--- src/rtl/shared_buffer_multi_queue_unit_defines.svh ---
// Assertion macros for the shared buffer multi-queue unit.
// Used by sbmq_ctrl and sbmq_dp; expects clk and arst_n in scope.
`ifndef SHARED_BUFFER_MULTI_QUEUE_UNIT_DEFINES_SVH
`define SHARED_BUFFER_MULTI_QUEUE_UNIT_DEFINES_SVH
`ifndef SYNTH
// same-cycle implication
`define SBMQ_ASSERT_IMPL(label, ante, cons) \
	label: assert property (@(posedge clk) disable iff (!arst_n) (ante) |-> (cons)) \
	else $error("sbmq: same-cycle check failed");
// next-cycle implication
`define SBMQ_ASSERT_NEXT(label, ante, cons) \
	label: assert property (@(posedge clk) disable iff (!arst_n) (ante) |=> (cons)) \
	else $error("sbmq: next-cycle check failed");
`else
`define SBMQ_ASSERT_IMPL(label, ante, cons)
`define SBMQ_ASSERT_NEXT(label, ante, cons)
`endif
`endif

--- src/rtl/sbmq_pkg.sv ---
// Shared types, constants and helpers of the shared buffer multi-queue unit.
// No dependencies.
`timescale 1ns / 1ps
`default_nettype none
package sbmq_pkg;

	localparam int ENTRIES   = 16;
	localparam int QUEUES    = 4;
	localparam int DATA_BITS = 32;
	localparam int IDX_W     = $clog2(ENTRIES);
	localparam int QSEL_W    = 2;
	localparam int QCNT_W    = QSEL_W + 1;
	localparam int VAL_W     = 32;

	typedef enum logic {
		FUNC_PUSH = 1'b0,
		FUNC_POP  = 1'b1
	} func_t;

	typedef enum logic [1:0] {
		ST_OK        = 2'd0,
		ST_OVERFLOW  = 2'd1,
		ST_UNDERFLOW = 2'd2
	} status_t;

	typedef struct packed {
		func_t                    func;
		logic [QSEL_W-1:0]        queue_sel;
		logic signed [VAL_W-1:0]  push_value;
	} op_t;

	typedef struct packed {
		status_t                  status;
		logic signed [VAL_W-1:0]  pop_value;
	} result_t;

	// entry pointer: index plus valid, invalid means null
	typedef struct packed {
		logic             vld;
		logic [IDX_W-1:0] idx;
	} ptr_t;

	// controller to datapath commands
	typedef struct packed {
		logic load;
		logic exec;
	} ctl_t;

	// link value of an entry that has not been rewritten since reset
	function automatic ptr_t link_reset(input logic [IDX_W-1:0] i);
		ptr_t p;
		p.vld = (int'(i) + 1) < ENTRIES;
		p.idx = i + IDX_W'(1);
		return p;
	endfunction

endpackage
`default_nettype wire

--- src/rtl/sbmq_ctrl.sv ---
// Controller of the shared buffer multi-queue unit: load / execute sequencing.
// Depends on sbmq_pkg and shared_buffer_multi_queue_unit_defines.svh.
`timescale 1ns / 1ps
`default_nettype none
`include "shared_buffer_multi_queue_unit_defines.svh"
module sbmq_ctrl (
	input  wire logic          clk,
	input  wire logic          arst_n,
	input  wire logic          start,
	output logic               busy,
	output sbmq_pkg::ctl_t     ctl
);
	import sbmq_pkg::*;

	typedef enum logic [1:0] {
		S_IDLE = 2'b01,
		S_EXEC = 2'b10
	} state_t;

	state_t state_q;
	state_t state_d;

	always_comb begin
		state_d = state_q;
		case (state_q)
			S_IDLE: begin
				if (start) state_d = S_EXEC;
			end
			S_EXEC: begin
				state_d = S_IDLE;
			end
			default: begin
				state_d = S_IDLE;
			end
		endcase
	end

	always_ff @(posedge clk or negedge arst_n) begin
		if (!arst_n) state_q <= S_IDLE;
		else state_q <= state_d;
	end

	assign busy     = (state_q == S_EXEC);
	assign ctl.load = start && (state_q == S_IDLE);
	assign ctl.exec = (state_q == S_EXEC);

	`SBMQ_ASSERT_NEXT(a_load_busy, ctl.load, busy)
	`SBMQ_ASSERT_NEXT(a_exec_one_cycle, busy, !busy)

endmodule
`default_nettype wire

--- src/rtl/sbmq_dp.sv ---
// Datapath of the shared buffer multi-queue unit: link and data stores,
// queue head/tail pointers, free list and result register.
// Depends on sbmq_pkg and shared_buffer_multi_queue_unit_defines.svh.
`timescale 1ns / 1ps
`default_nettype none
`include "shared_buffer_multi_queue_unit_defines.svh"
module sbmq_dp (
	input  wire logic             clk,
	input  wire logic             arst_n,
	input  wire sbmq_pkg::ctl_t   ctl,
	input  wire sbmq_pkg::op_t    op,
	output logic                  done,
	output sbmq_pkg::result_t     res
);
	import sbmq_pkg::*;

	// stores
	ptr_t                 link_mem [ENTRIES];
	logic [DATA_BITS-1:0] data_mem [ENTRIES];
	logic [ENTRIES-1:0]   link_wr_q;

	// pointers
	ptr_t head_q [QUEUES];
	ptr_t tail_q [QUEUES];
	ptr_t free_q;

	// item and read beat
	op_t                  item_q;
	logic [IDX_W-1:0]     rd_addr;
	logic [IDX_W-1:0]     rd_addr_s1;
	ptr_t                 link_rd_s1;
	logic                 link_wr_s1;
	logic [DATA_BITS-1:0] data_rd_s1;

	// execute
	logic                 q_ok;
	ptr_t                 link_eff;
	ptr_t                 head_cur;
	ptr_t                 tail_cur;
	logic                 push_ok;
	logic                 pop_ok;
	logic                 lwr_en;
	logic [IDX_W-1:0]     lwr_addr;
	ptr_t                 lwr_data;

	logic                 done_q;
	result_t              res_q;

	// push reads the free head, pop reads the queue head
	assign rd_addr = (op.func == FUNC_POP) ? head_q[op.queue_sel].idx : free_q.idx;

	always_ff @(posedge clk) begin
		if (ctl.load) begin
			item_q     <= op;
			rd_addr_s1 <= rd_addr;
			link_rd_s1 <= link_mem[rd_addr];
			data_rd_s1 <= data_mem[rd_addr];
		end
		if (lwr_en) link_mem[lwr_addr] <= lwr_data;
		if (ctl.exec && push_ok) data_mem[free_q.idx] <= DATA_BITS'(item_q.push_value);
	end

	always_ff @(posedge clk or negedge arst_n) begin
		if (!arst_n) begin
			link_wr_q  <= '0;
			link_wr_s1 <= 1'b0;
		end else begin
			if (ctl.load) link_wr_s1 <= link_wr_q[rd_addr];
			if (lwr_en) link_wr_q[lwr_addr] <= 1'b1;
		end
	end

	assign q_ok     = {1'b0, item_q.queue_sel} < QCNT_W'(QUEUES);
	assign link_eff = link_wr_s1 ? link_rd_s1 : link_reset(rd_addr_s1);
	assign head_cur = head_q[item_q.queue_sel];
	assign tail_cur = tail_q[item_q.queue_sel];
	assign push_ok  = (item_q.func == FUNC_PUSH) && q_ok && free_q.vld;
	assign pop_ok   = (item_q.func == FUNC_POP) && q_ok && head_cur.vld;

	// at most one link write per op: append after tail, or return entry to free list
	always_comb begin
		lwr_en   = 1'b0;
		lwr_addr = tail_cur.idx;
		lwr_data = '{vld: 1'b1, idx: free_q.idx};
		if (ctl.exec && push_ok && head_cur.vld && tail_cur.vld) begin
			lwr_en = 1'b1;
		end else if (ctl.exec && pop_ok) begin
			lwr_en   = 1'b1;
			lwr_addr = head_cur.idx;
			lwr_data = free_q;
		end
	end

	always_ff @(posedge clk or negedge arst_n) begin
		if (!arst_n) begin
			for (int i = 0; i < QUEUES; i++) begin
				head_q[i] <= '0;
				tail_q[i] <= '0;
			end
			free_q <= '{vld: 1'b1, idx: '0};
			done_q <= 1'b0;
		end else begin
			done_q <= ctl.exec;
			if (ctl.exec && push_ok) begin
				free_q <= link_eff;
				if (!head_cur.vld) head_q[item_q.queue_sel] <= '{vld: 1'b1, idx: free_q.idx};
				tail_q[item_q.queue_sel] <= '{vld: 1'b1, idx: free_q.idx};
			end
			if (ctl.exec && pop_ok) begin
				// single-entry queue: the tail's link is never kept, so empty here
				if (tail_cur.vld && (head_cur.idx == tail_cur.idx))
					head_q[item_q.queue_sel] <= '0;
				else
					head_q[item_q.queue_sel] <= link_eff;
				free_q <= '{vld: 1'b1, idx: head_cur.idx};
			end
		end
	end

	always_ff @(posedge clk) begin
		if (ctl.exec) begin
			if (item_q.func == FUNC_PUSH) res_q.status <= push_ok ? ST_OK : ST_OVERFLOW;
			else res_q.status <= pop_ok ? ST_OK : ST_UNDERFLOW;
			res_q.pop_value <= pop_ok ? VAL_W'(data_rd_s1) : '0;
		end
	end

	assign done = done_q;
	assign res  = res_q;

	`SBMQ_ASSERT_NEXT(a_exec_done, ctl.exec, done)
	`SBMQ_ASSERT_IMPL(a_unf_zero, done && (res.status == ST_UNDERFLOW), res.pop_value == '0)
	`SBMQ_ASSERT_IMPL(a_ovf_push, done && (res.status == ST_OVERFLOW), item_q.func == FUNC_PUSH)

endmodule
`default_nettype wire

--- src/rtl/shared_buffer_multi_queue_unit.sv ---
// Shared buffer multi-queue unit: several FIFO queues in one linked entry store
// with a free list. Top level; depends on sbmq_pkg, sbmq_ctrl and sbmq_dp.
//
// Usage
//  - Command channel: drive op (func, queue_sel, push_value) and raise start;
//    the beat is taken at a rising edge with start high and busy low.
//  - Result channel: done is high for exactly one cycle with res (status,
//    pop_value); the beat is taken at the edge ending that cycle. There is
//    no back-pressure - the receiver must take every result.
//  - Push takes the free-list head entry and links it behind the queue tail;
//    status overflow when no entry is free. Pop unlinks the queue head, returns
//    its value and puts the entry at the front of the free list; status
//    underflow on an empty queue. pop_value is zero except on a good pop.
//  - A taken beat is registered with its store reads and executed in S_EXEC;
//    done is registered from that state. The link store is read at the
//    accepting edge, pointers and links written back in S_EXEC; busy holds
//    off new beats. A new beat may be offered in the cycle in which done is high.
//  - Reset (arst_n low, async): all queues empty, free list 0..ENTRIES-1 in
//    order. Link entries read their reset value until first written; there is
//    no clearing pass, the block is ready straight after reset.
`timescale 1ns / 1ps
`default_nettype none
module shared_buffer_multi_queue_unit (
	input  wire logic          clk,
	input  wire logic          arst_n,
	input  wire logic          start,
	output logic               busy,
	input  wire sbmq_pkg::op_t op,
	output logic               done,
	output sbmq_pkg::result_t  res
);
	import sbmq_pkg::*;

	// command bundle from the sequencer to the datapath
	ctl_t ctl;

	// sequencer: idle / execute
	sbmq_ctrl u_ctrl (
		.clk    (clk),
		.arst_n (arst_n),
		.start  (start),
		.busy   (busy),
		.ctl    (ctl)
	);

	// stores, pointers, free list and result register
	sbmq_dp u_dp (
		.clk    (clk),
		.arst_n (arst_n),
		.ctl    (ctl),
		.op     (op),
		.done   (done),
		.res    (res)
	);

endmodule
`default_nettype wire

--- config.mk ---
export PLATFORM = sky130hd
export DESIGN_NAME = shared_buffer_multi_queue_unit
export DESIGN_NICKNAME = d
export VERILOG_FILES = /design/src/rtl/sbmq_pkg.sv /design/src/rtl/sbmq_ctrl.sv /design/src/rtl/sbmq_dp.sv /design/src/rtl/shared_buffer_multi_queue_unit.sv
export VERILOG_INCLUDE_DIRS = /design/src /design/src/rtl
export SDC_FILE = /design/constraint.sdc
export NUM_CORES = 1
export LEC_CHECK = 0
export BUFFER_PORTS_ARGS = -buffer_cell sky130_fd_sc_hd__buf_4
export CORE_ASPECT_RATIO = 0.8
export CORE_MARGIN = 8
export CORE_UTILIZATION = 45
export DETAILED_ROUTE_END_ITERATION = 16
export GPL_TIMING_DRIVEN = 0
export PLACE_DENSITY = 0.67
export SYNTH_ARGS = -nofsm -noshare
export SYNTH_HDL_FRONTEND = slang
export SYNTH_HIERARCHICAL = 1
export SYNTH_SLANG_ARGS = --single-unit
--- constraint.sdc ---
create_clock -name clk -period 5.9 [get_ports clk]
set_input_delay 0.295 -clock clk [delete_from_list [all_inputs] [get_ports clk]]
set_output_delay 0.295 -clock clk [all_outputs]
set_load 0.02 [all_outputs]
# After elaboration in Yosys (flattened, before gate mapping)
# Memory sizes are Yosys's and may differ from the RTL's. A register that Yosys moved wholly into a read port is not among the register bits.
# Cells that the tools add are included.
# word_totals
output_inout_bits	36
n_memories	2
reg_bits	138
ramBits	592
in_bits	38
# mem_list
name	words	width	rd	rd_ports_with_merged_regs	wr	line	text
u_dp.data_mem	16	32	1	1	1	sbmq_dp.sv:19	logic [DATA_BITS-1:0] data_mem [ENTRIES];
u_dp.link_mem	16	5	1	1	1	sbmq_dp.sv:18	ptr_t link_mem [ENTRIES];
# op_classes
n_addsub	2
n_eq_ne	4
bitwise_logic	6
muxes	41
reduce_logical	11
order_cmp	7
# ops
op	count
$mux 20	4
$bwmux 20	3
$mux 5	10
$lt 32x6->1 const B	1
$bmux 5 s2	3
$and 20x20->20	1
$mux 4	5
$not 20->20	1
$or 16x16->16	1
$demux 5 s2	1
$logic_and 1x1->1	10
$lt 4x5->1 const B	2
$mux 1	9
$mux 2	4
$ge 3x3->1 const B	2
$not 2->3	2
$add 4x1->5 const B	1
$add 4x1->4 const B	1
$bmux 1 s4	1
$demux 1 s4	1
$eq 4x4->1	1
$ge 4x1->1 const B	1
$lt 3x1->1 const B	1
$eq 2x1->1 const B	1
other kinds (4)	4

# Depth between registers and ports, before layout
# Gate-level depths: netlist of run 1.
# depth
word_depth	13
depth_mapped	11

# By module
# The synthesis of run 1 kept the hierarchy.
# by_module_without_submodules
mod	area_each_um2	instances	seq_area_each_um2	cells_each
sbmq_dp	30439.2	1	22658.0	1818
sbmq_ctrl	90.1	1	51.3	7

# Worst setup path before layout of run 1
# OpenSTA, ideal clock, no wires.
# synth_timing
path_kind	register -> register
startpoint	register u_ctrl.state_q[1]
endpoint	memory u_dp.data_mem[0][0] (enable)
t_arrival_ps	4245
setup_slack_ps	1194
path_stages_with_launch	8
cell_sequence	dfrtp_1 -> nor2b_1 -> buf_4 -> nand2_1 -> or2_1 -> buf_2 -> or3_1 -> nor3_1
# synth_between
elab_chain_cells	4
# synth_rtl
element	line	text
from (decl)	sbmq_ctrl.sv:20	state_t state_q;
from (signal assigned)	sbmq_ctrl.sv:40	else state_q <= state_d;
$eq 2x2->1	--	
net busy	shared_buffer_multi_queue_unit.sv:27	output logic busy,
$logic_and 1x1->1	sbmq_dp.sv:60	if (ctl.exec && push_ok) data_mem[free_q.idx] <= DATA_BITS'(item_q.push_value);
$mux 1	sbmq_dp.sv:60	
$mux 1 (not written as such)	sbmq_dp.sv:60	
to (decl)	sbmq_dp.sv:19	
# The timed path passes the listed nets, and every way through them passes these cells.

==> results of run 1 <==
[per-layer routing]
layer	GRT usage (%)	vias up
met5	0	-
met4	5.300	0
met3	4.357	122
met2	29.30	748
met1	27.32	8631
li1	-	7536
[sequential cells by signal, summed over array words and instances, names as in the netlist]
register / cells
u_dp/data_rd_s1: 32
u_dp/rd_addr_s1: 4
u_ctrl/state_q: 2
u_dp/item_q: 35
u_dp/link_wr_s1: 1
u_dp/done: 1
u_dp/link_mem: 80
u_dp/res: 34
u_dp/link_wr_q: 16
u_dp/head_q: 20
u_dp/tail_q: 20
u_dp/data_mem: 512
u_dp/link_rd_s1: 5
u_dp/free_q: 5
[worst max-delay path, cell delays in order (launching register included)]
cell	delay, ps
dfrtp_1	370
nor2b_1	240
buf_4	610
nand2_1	130
or2_1	230
buf_2	220
or3_1	500
nor3_2	740
buf_8	240
buf_6	180
[cell families after synthesis]
group | share of synthesized area [%]
xor+xnor | 0.1721
mux | 13.50
flops | 74.39
simple gates | 4.975
fa+ha+maj | 0.04098
buf+inv | 1.881
compound gates | 5.049
[cells in the mapped netlist, drive strengths merged, types with 8 or more instances]
master,n,area (um^2)
nand2b,8,50.05
nand3,14,75.07
and3,34,212.7
nor3,17,130.1
mux4,12,270.3
edfxtp,702,21080
a32oi,38,332.8
mux2,91,1025
clkbuf,30,112.6
inv,12,45.05
buf,75,416.7
nand2,175,664.4
nor2,48,190.2
dfrtp,63,1577
or2,12,75.08
o221ai,39,341.6
mux2i,281,2825
a21oi,30,165.2
o21ai,90,450.4
[power groups by stage]
stage | clock [mW] | combinational, mW | sequential, mW
after CTS | 4.73 | 0.170 | 6.06
after floorplan | 0 | 0.0496 | 6.16
after detailed placement | 0 | 0.149 | 6.17
final | 4.64 | 0.165 | 6.06
after global routing | 4.92 | 0.178 | 6.07
after global placement | 0 | 0.142 | 6.17
[worst paths after layout]
path                       depth (start not counted)  slack [ps]                  end               from
max                                                9        2070  u_dp/data_mem[0][5]  u_ctrl/state_q[1]
min                                                2         350       u_dp/free_q[2]             arst_n
max reg2reg                                        9        2070  u_dp/data_mem[0][5]  u_ctrl/state_q[1]
min reg2reg                                        1         470      u_dp/tail_q[19]    u_dp/tail_q[19]
max in group asynchronous                          2        4990       u_dp/tail_q[8]             arst_n
min in group clk                                   2         400      u_dp/item_q[24]             op[24]
[repair_timing]
item,CTS,global route
hold buffers,37,0
gates resized for setup,0,0
endpoints found under the hold margin,100,0
[final cells by class]
type	count	area, um^2	area share, %
flip-flops and latches	767	22710	63.89
multi-input cells	941	7360	20.70
clock buffers	93	2006	5.642
repair buffers	139	1393	3.918
well taps	913	1142	3.214
plain buffers	105	529.3	1.489
clock inverters	38	362.8	1.021
inverters	12	45.04	0.1267
[stage by stage]
stage,setup TNS [ps],hold slack [ps],worst slack (ps),util (%)
global route,0,385.8,1810,52.89
CTS,0,364.9,1940,52.89
global placement,-232850,448.3,-1987,47.94
finish,0,348.9,2069,52.89
floorplan,0,-0.5911,1194,-
detailed placement,0,458.4,1991,48.81
==> summary.md, run 1 <==
| Metric | Value |
|---|---|
| Outcome | `finished, final reports clean` |
| P per Cell Area | `305.5 nW/um^2` |
| Count of cell types in the netlist | `64` |
| Total routing usage reported by global routing | `19.11%` |
| Total Power Consumption | `10.86 mW` |
| Number of placed I/O pins | `74` |
| Antenna violations before repair | `0` |
| Floorplan Core Area | `67210 um^2` |
| Final net count | `2079` |
| Clock Skew | `27.36 ps` |
| Count of final hold-check violations | `0` |
| Final setup vio count | `0` |
| Commonest cells after routing, fill and taps aside | `edfxtp_1 (702), mux2i_1 (280), nand2_1 (172), mux2_2 (91), buf_4 (85)` |
| Fraction of registers with async set/reset | `8.475%` |
| Worst Setup End Kind | `register` |
| Total die area | `76490 um^2` |
| Part of the cycle the worst path needs | `64.94%` |
| Clock Latency Late Sink | `610 ps` |
| Syn-to-layout area delta | `16.43%` |
| Standard-cell rows | `85` |
| Overall routed net length | `75120 um` |
| Placed insts | `2840` |
| Routed length on met2 | `33880 um` |
| TritonCTS Sinks | `767` |
| Overflow left after global routing | `0` |
| Total CTS buffers | `74` |
| Count of antenna diodes in the layout | `0` |
| Worst ir drop on vdd | `0.0001984 V` |
| Fraction of power consumed by the clock network | `42.7%` |
| Synth warnings | `6` |
| HPWL Detailed | `49000 um` |
| Maximum number of pins on one net before global-route repair | `66` |
| Biggest fanout along the worst timing path | `43` |
| First drt pass iteration count | `7` |
| Switching power | `2.130 mW` |
| Metal3 WL | `6638 um` |
| Horizontal die dimension | `307.2 um` |
| Fillers | `5401` |
| Detailed-routing wirelength on met1 | `32810 um` |
| Flops & latches, synth | `767` |
| Slew at the pin closest to its max-slew limit | `1051 ps` |
| Vias/cell | `5.664` |
| Detailed router's first-iteration violation count | `1694` |
| Clock Pin Slew Worst Setup and Hold Paths | `60 ps` |
| Total count of max-transition violations in the final report | `0` |
| Average routed wire per standard cell | `24.97 um` |
| Deepest level of the CTS H-tree | `3` |
| Unrepaired setup endpoints after global routing | `no` |
| Initial cell density of the core | `45.42%` |
| Most frequent standard cell in the layout excluding fill and tap cells | `edfxtp_1` |
| Cell Count, Final, Fillers Out | `3008` |
| Via count of the first global-routing pass | `16930` |
| Gate count of the mapped netlist | `1825` |
| Vert. Die Dim | `249.0 um` |
| Wire length of the first global-routing pass | `109200 um` |
| Max Fclk | `261.0 MHz` |
| Internal power | `8.729 mW` |
| Data required time of the critical path | `6200 ps` |
| Weighted congestion at the end of routability-driven global placement | `0.8672` |
| Sequential Power Share | `55.8%` |
| Number of port buffers | `73` |
| Number of nets with antenna violations after detailed routing | `0` |
| Top flip-flop cell by instance count after synthesis | `edfxtp_1` |
| Synthesized area per cell | `16.73 um^2` |
| Share of power burned in combinational logic | `1.5%` |
| Final critical delay including setup and external delays | `3831 ps` |
| Type of the setup path with the least slack | `reg2reg` |
| TritonCTS clock tree | `done` |
| EDFF count, synth | `702` |
| Mapped cell area | `30530 um^2` |
| Highest metal used | `met4` |
| Worst max-slew margin expressed relative to the limit | `29.19%` |
| Number of buffers inserted to repair setup after CTS | `0` |
| Net switching share of the total power | `19.62%` |
| Class of the tightest hold or removal check | `in2async` |
| Remaining routing DRC violations | `0` |
| Sequential element share of the synthesized area | `74.39%` |
| Final std cell area, no fill | `35550 um^2` |
| Synthesized Nets | `1864` |
| MaxCap Viol Count | `0` |
| Via total after detailed routing | `17040` |
| Arrival time at the worst endpoint | `4130 ps` |
| Buffer cell driving the clock tree root | `clkbuf_16` |
| Placed cell areas | `32810 um^2` |
| Static leakage | `11.70 nW` |
| Bufs on Longest Clock Path | `3` |
| Startpoint Class | `register` |
| Fraction of final layout cells with drive strength greater than 1 | `20.43%` |
No activity file was read; power rests on OpenSTA's default activity.
==> run 2: changes to the inputs <==
==> constraint.sdc (replaced) <==
create_clock -name clk -period 3.66 [get_ports clk]
set_input_delay 0.183 -clock clk [delete_from_list [all_inputs] [get_ports clk]]
set_output_delay 0.183 -clock clk [all_outputs]
set_load 0.02 [all_outputs]
==> run 2 against run 1 <==
Compared with the run above:
- utilization rose by 0.50 points
- non-clock buffer count rose by 12
- first-iteration DRC count rose by 13%
- clock power rose by 59%
- hold slack got worse by 120 ps
- routed wire length rose by 1.3%
- critical path depth did not move
- via count rose by 0.56%
- fmax rose by 12%
- largest cell class unchanged
==> summary.md, run 2 (same netlist as run 1, synthesis figures left out) <==
| Metric | Value |
|---|---|
| Clock Latency Late Sink | `630 ps (+20 ps)` |
| Total Neg Setup Slack | `0 ps (unchanged)` |
| Static leakage | `11.82 nW (+0.99%)` |
| Deepest level of the CTS H-tree | `3 (unchanged)` |
| Via count of the first global-routing pass | `17080 (+0.86%)` |
| Fraction of final layout cells with drive strength greater than 1 | `20.79% (+0.36 points)` |
| Largest registers ranked by flip-flop count | `u_dp/data_mem x512, u_dp/link_mem x80, u_dp/item_q x35` |
| Reg-to-reg setup timing slack | `230 ps (-1840 ps)` |
| Total routing usage reported by global routing | `19.51% (+0.40 points)` |
| Type of the setup path with the least slack | `reg2reg` |
| Worst R2R End | `u_dp/data_mem[5][13]` |
| CP Buf/Inv Count | `3 (-1)` |
| Kind of cell adding the most delay to the critical path | `simple AND/OR/NAND/NOR gates` |
| Most prevalent standard cell on the critical path | `nand2_1` |
| Maximum number of pins on one net before global-route repair | `66 (unchanged)` |
| P per Cell Area | `485.6 nW/um^2 (+59%)` |
| Post-Route Hold Slack | `232.1 ps (-116.8 ps)` |
| Wire length of the first global-routing pass | `111500 um (+2.1%)` |
| Clock Skew | `28.32 ps (+0.9636 ps)` |
| Net switching share of the total power | `20.04% (+0.42 points)` |
| Worst Setup End Kind | `register` |
| Busiest metal layer after global routing | `met2` |
| Part of the cycle the worst path needs | `93.65% (+29 points)` |
| Worst ir drop on vdd | `0.0003435 V (+73%)` |
| Final setup vio count | `0 (unchanged)` |
| Clock Pin Slew Worst Setup and Hold Paths | `60 ps (about the same)` |
| Standard-cell rows | `85 (unchanged)` |
| Share of power burned in combinational logic | `1.5% (about the same)` |
| Overflow left after global routing | `0 (unchanged)` |
| Worst-case reg-to-reg path depth | `9 (unchanged)` |
| Final net count | `2092 (+0.63%)` |
| Outcome | `finished, final reports clean` |
| Average routed wire per standard cell | `25.14 um (+0.65%)` |
| Total die area | `76490 um^2 (unchanged)` |
| Floorplan Core Area | `67210 um^2 (unchanged)` |
| Biggest fanout along the worst timing path | `43 (unchanged)` |
| Sequential Power Share | `56.0% (+0.2 points)` |
| Data required time of the critical path | `3970 ps (-2230 ps)` |
| Antenna violations before repair | `2 (+2)` |
| Slowest Stage Delay on Critical Path | `690 ps (-50 ps)` |
| Grt met3 use | `4.679% (+0.32 points)` |
| Library cell contributing the largest single delay on the critical path | `nor2_4` |
| Internal power | `13.93 mW (+60%)` |
| Fraction of power consumed by the clock network | `42.4% (-0.3 points)` |
| First drt pass iteration count | `5 (-2)` |
| Class of the tightest hold or removal check | `in2async` |
| Switching power | `3.492 mW (+64%)` |
| Weighted congestion at the end of routability-driven global placement | `0.8543 (-1.5%)` |
| Commonest cells after routing, fill and taps aside | `edfxtp_1 (702), mux2i_1 (280), nand2_1 (172), buf_4 (96), mux2_2 (91)` |
| GR met1 Demand/Resource | `27.88% (+0.56 points)` |
| Vias/cell | `5.662 (about the same)` |
| Startpoint of the lowest-slack register-to-register path | `u_ctrl/state_q[1]` |
| Final core area utilization | `53.39% (+0.50 points)` |
| Via total after detailed routing | `17130 (+0.56%)` |
| Final critical delay including setup and external delays | `3427 ps (-403.9 ps)` |
| Detailed router's first-iteration violation count | `1915 (+13%)` |
| Number of port buffers | `73 (unchanged)` |
| Cell Chain, Critical Path | `nor2b_1 -> buf_4 -> nand2_1 -> or2_1 -> buf_2 -> nor2_1 -> nand2_1 -> nor2_4 -> buf_16` |
| Bufs on Longest Clock Path | `3 (unchanged)` |
| Horizontal die dimension | `307.2 um (unchanged)` |
| MaxCap Viol Count | `0 (unchanged)` |
| Unrepaired setup endpoints after global routing | `no` |
| Remaining routing DRC violations | `0 (unchanged)` |
| Most frequent standard cell in the layout excluding fill and tap cells | `edfxtp_1` |
| Total Power Consumption | `17.43 mW (+60%)` |
| Grt met2 use | `30.07% (+0.77 points)` |
| Number of flip-flops in the largest register | `512 (unchanged)` |
| Total CTS buffers | `75 (+1.4%)` |
| Total count of max-transition violations in the final report | `0 (unchanged)` |
| Buffer cell driving the clock tree root | `clkbuf_16` |
| HPWL Detailed | `48880 um (-0.24%)` |
| TritonCTS clock tree | `done` |
| Arrival time at the worst endpoint | `3740 ps (-390 ps)` |
| Number of nets with antenna violations after detailed routing | `0 (unchanged)` |
| Worst max-slew margin expressed relative to the limit | `29.06% (-0.13 points)` |
| TritonCTS Sinks | `767 (unchanged)` |
| Vert. Die Dim | `249.0 um (unchanged)` |
| Area taken by multi-input logic gates | `7387 um^2 (+0.37%)` |
| Sequential cell area in the final layout | `22710 um^2 (unchanged)` |
| Syn-to-layout area delta | `17.54%` |
| Overall routed net length | `76060 um (+1.3%)` |
| Fillers | `5371 (-0.56%)` |
| Cell Count, Final, Fillers Out | `3026 (+0.60%)` |
| Startpoint Class | `register` |
| Number of placed I/O pins | `74 (unchanged)` |
| Max Fclk | `291.8 MHz (+12%)` |
| Slew at the pin closest to its max-slew limit | `1053 ps (+1.950 ps)` |
| Count of final hold-check violations | `0 (unchanged)` |
| Placed insts | `2832 (-0.28%)` |
| Biggest register | `u_dp/data_mem` |
| Initial cell density of the core | `45.42% (unchanged)` |
==> run 2: worst reg2reg max path: cells and delay by family, from the launching register on <==
| family | cells | cell delay (ps) |
|---|---|---|
| DFF | 1 | 360 |
| buffers and inverters | 3 | 1060 |
| and+or+nand+nor | 6 | 1660 |
==> run 2: cell type report <==
type	count	share of cell area [%]
flip-flops and latches	767	63.28
clock buffers	91	5.457
inverters	12	0.1255
diodes	1	0.006974
repair buffers	151	4.861
multi-input cells	941	20.59
plain buffers	105	1.475
well taps	913	3.183
clock inverters	45	1.022
==> run 2: worst max path at each step <==
stage / startpoint / end / depth (start not counted)
finish: u_ctrl/state_q[1] / u_dp/data_mem[5][13] / 9
global route: u_ctrl/state_q[1] / u_dp/data_mem[5][13] / 9
CTS: u_dp/free_q[3] / u_dp/data_mem[12][0] / 5
detailed placement: u_ctrl/state_q[1] / u_dp/data_mem[0][19] / 9
global placement: u_ctrl/state_q[1] / u_dp/data_mem[8][18] / 7
floorplan: u_ctrl/state_q[1] / u_dp/data_mem[8][0] / 7
==> run 2: metrics by stage <==
step	area, um^2	setup WS (ps)
after global routing	35880	12.42
final	35880	232.5
after CTS	35710	9.504
after global placement	32250	-1998
after detailed placement	32920	-119.9
after floorplan	30560	-215.3
==> run 2: layer usage <==
metal / share of wire [%] / up-vias
met5: 0.014 / -
li1: - / 7558
met3: 9.4 / 119
met4: 1.9 / 2
met1: 43 / 8658
met2: 45 / 796
==> run 2: power groups by stage <==
stage / registers (mW) / clock network, mW / logic, mW
after floorplan: 9.93 / 0 / 0.0800
after global placement: 9.95 / 0 / 0.230
after detailed placement: 9.95 / 0 / 0.241
after CTS: 9.76 / 7.53 / 0.274
final: 9.76 / 7.39 / 0.269
after global routing: 9.78 / 7.90 / 0.289
==> run 2: what timing repair did <==
| action | 4_1_cts | 5_1_grt |
|---|---|---|
| hold buffers | 37 | 0 |
| resized for setup | 0 | 1 |
| pin swaps | 7 | 7 |
| hold endpoints to repair | 100 | 0 |
| endpoints found under the setup margin | 119 | 106 |
| setup buffers | 8 | 12 |
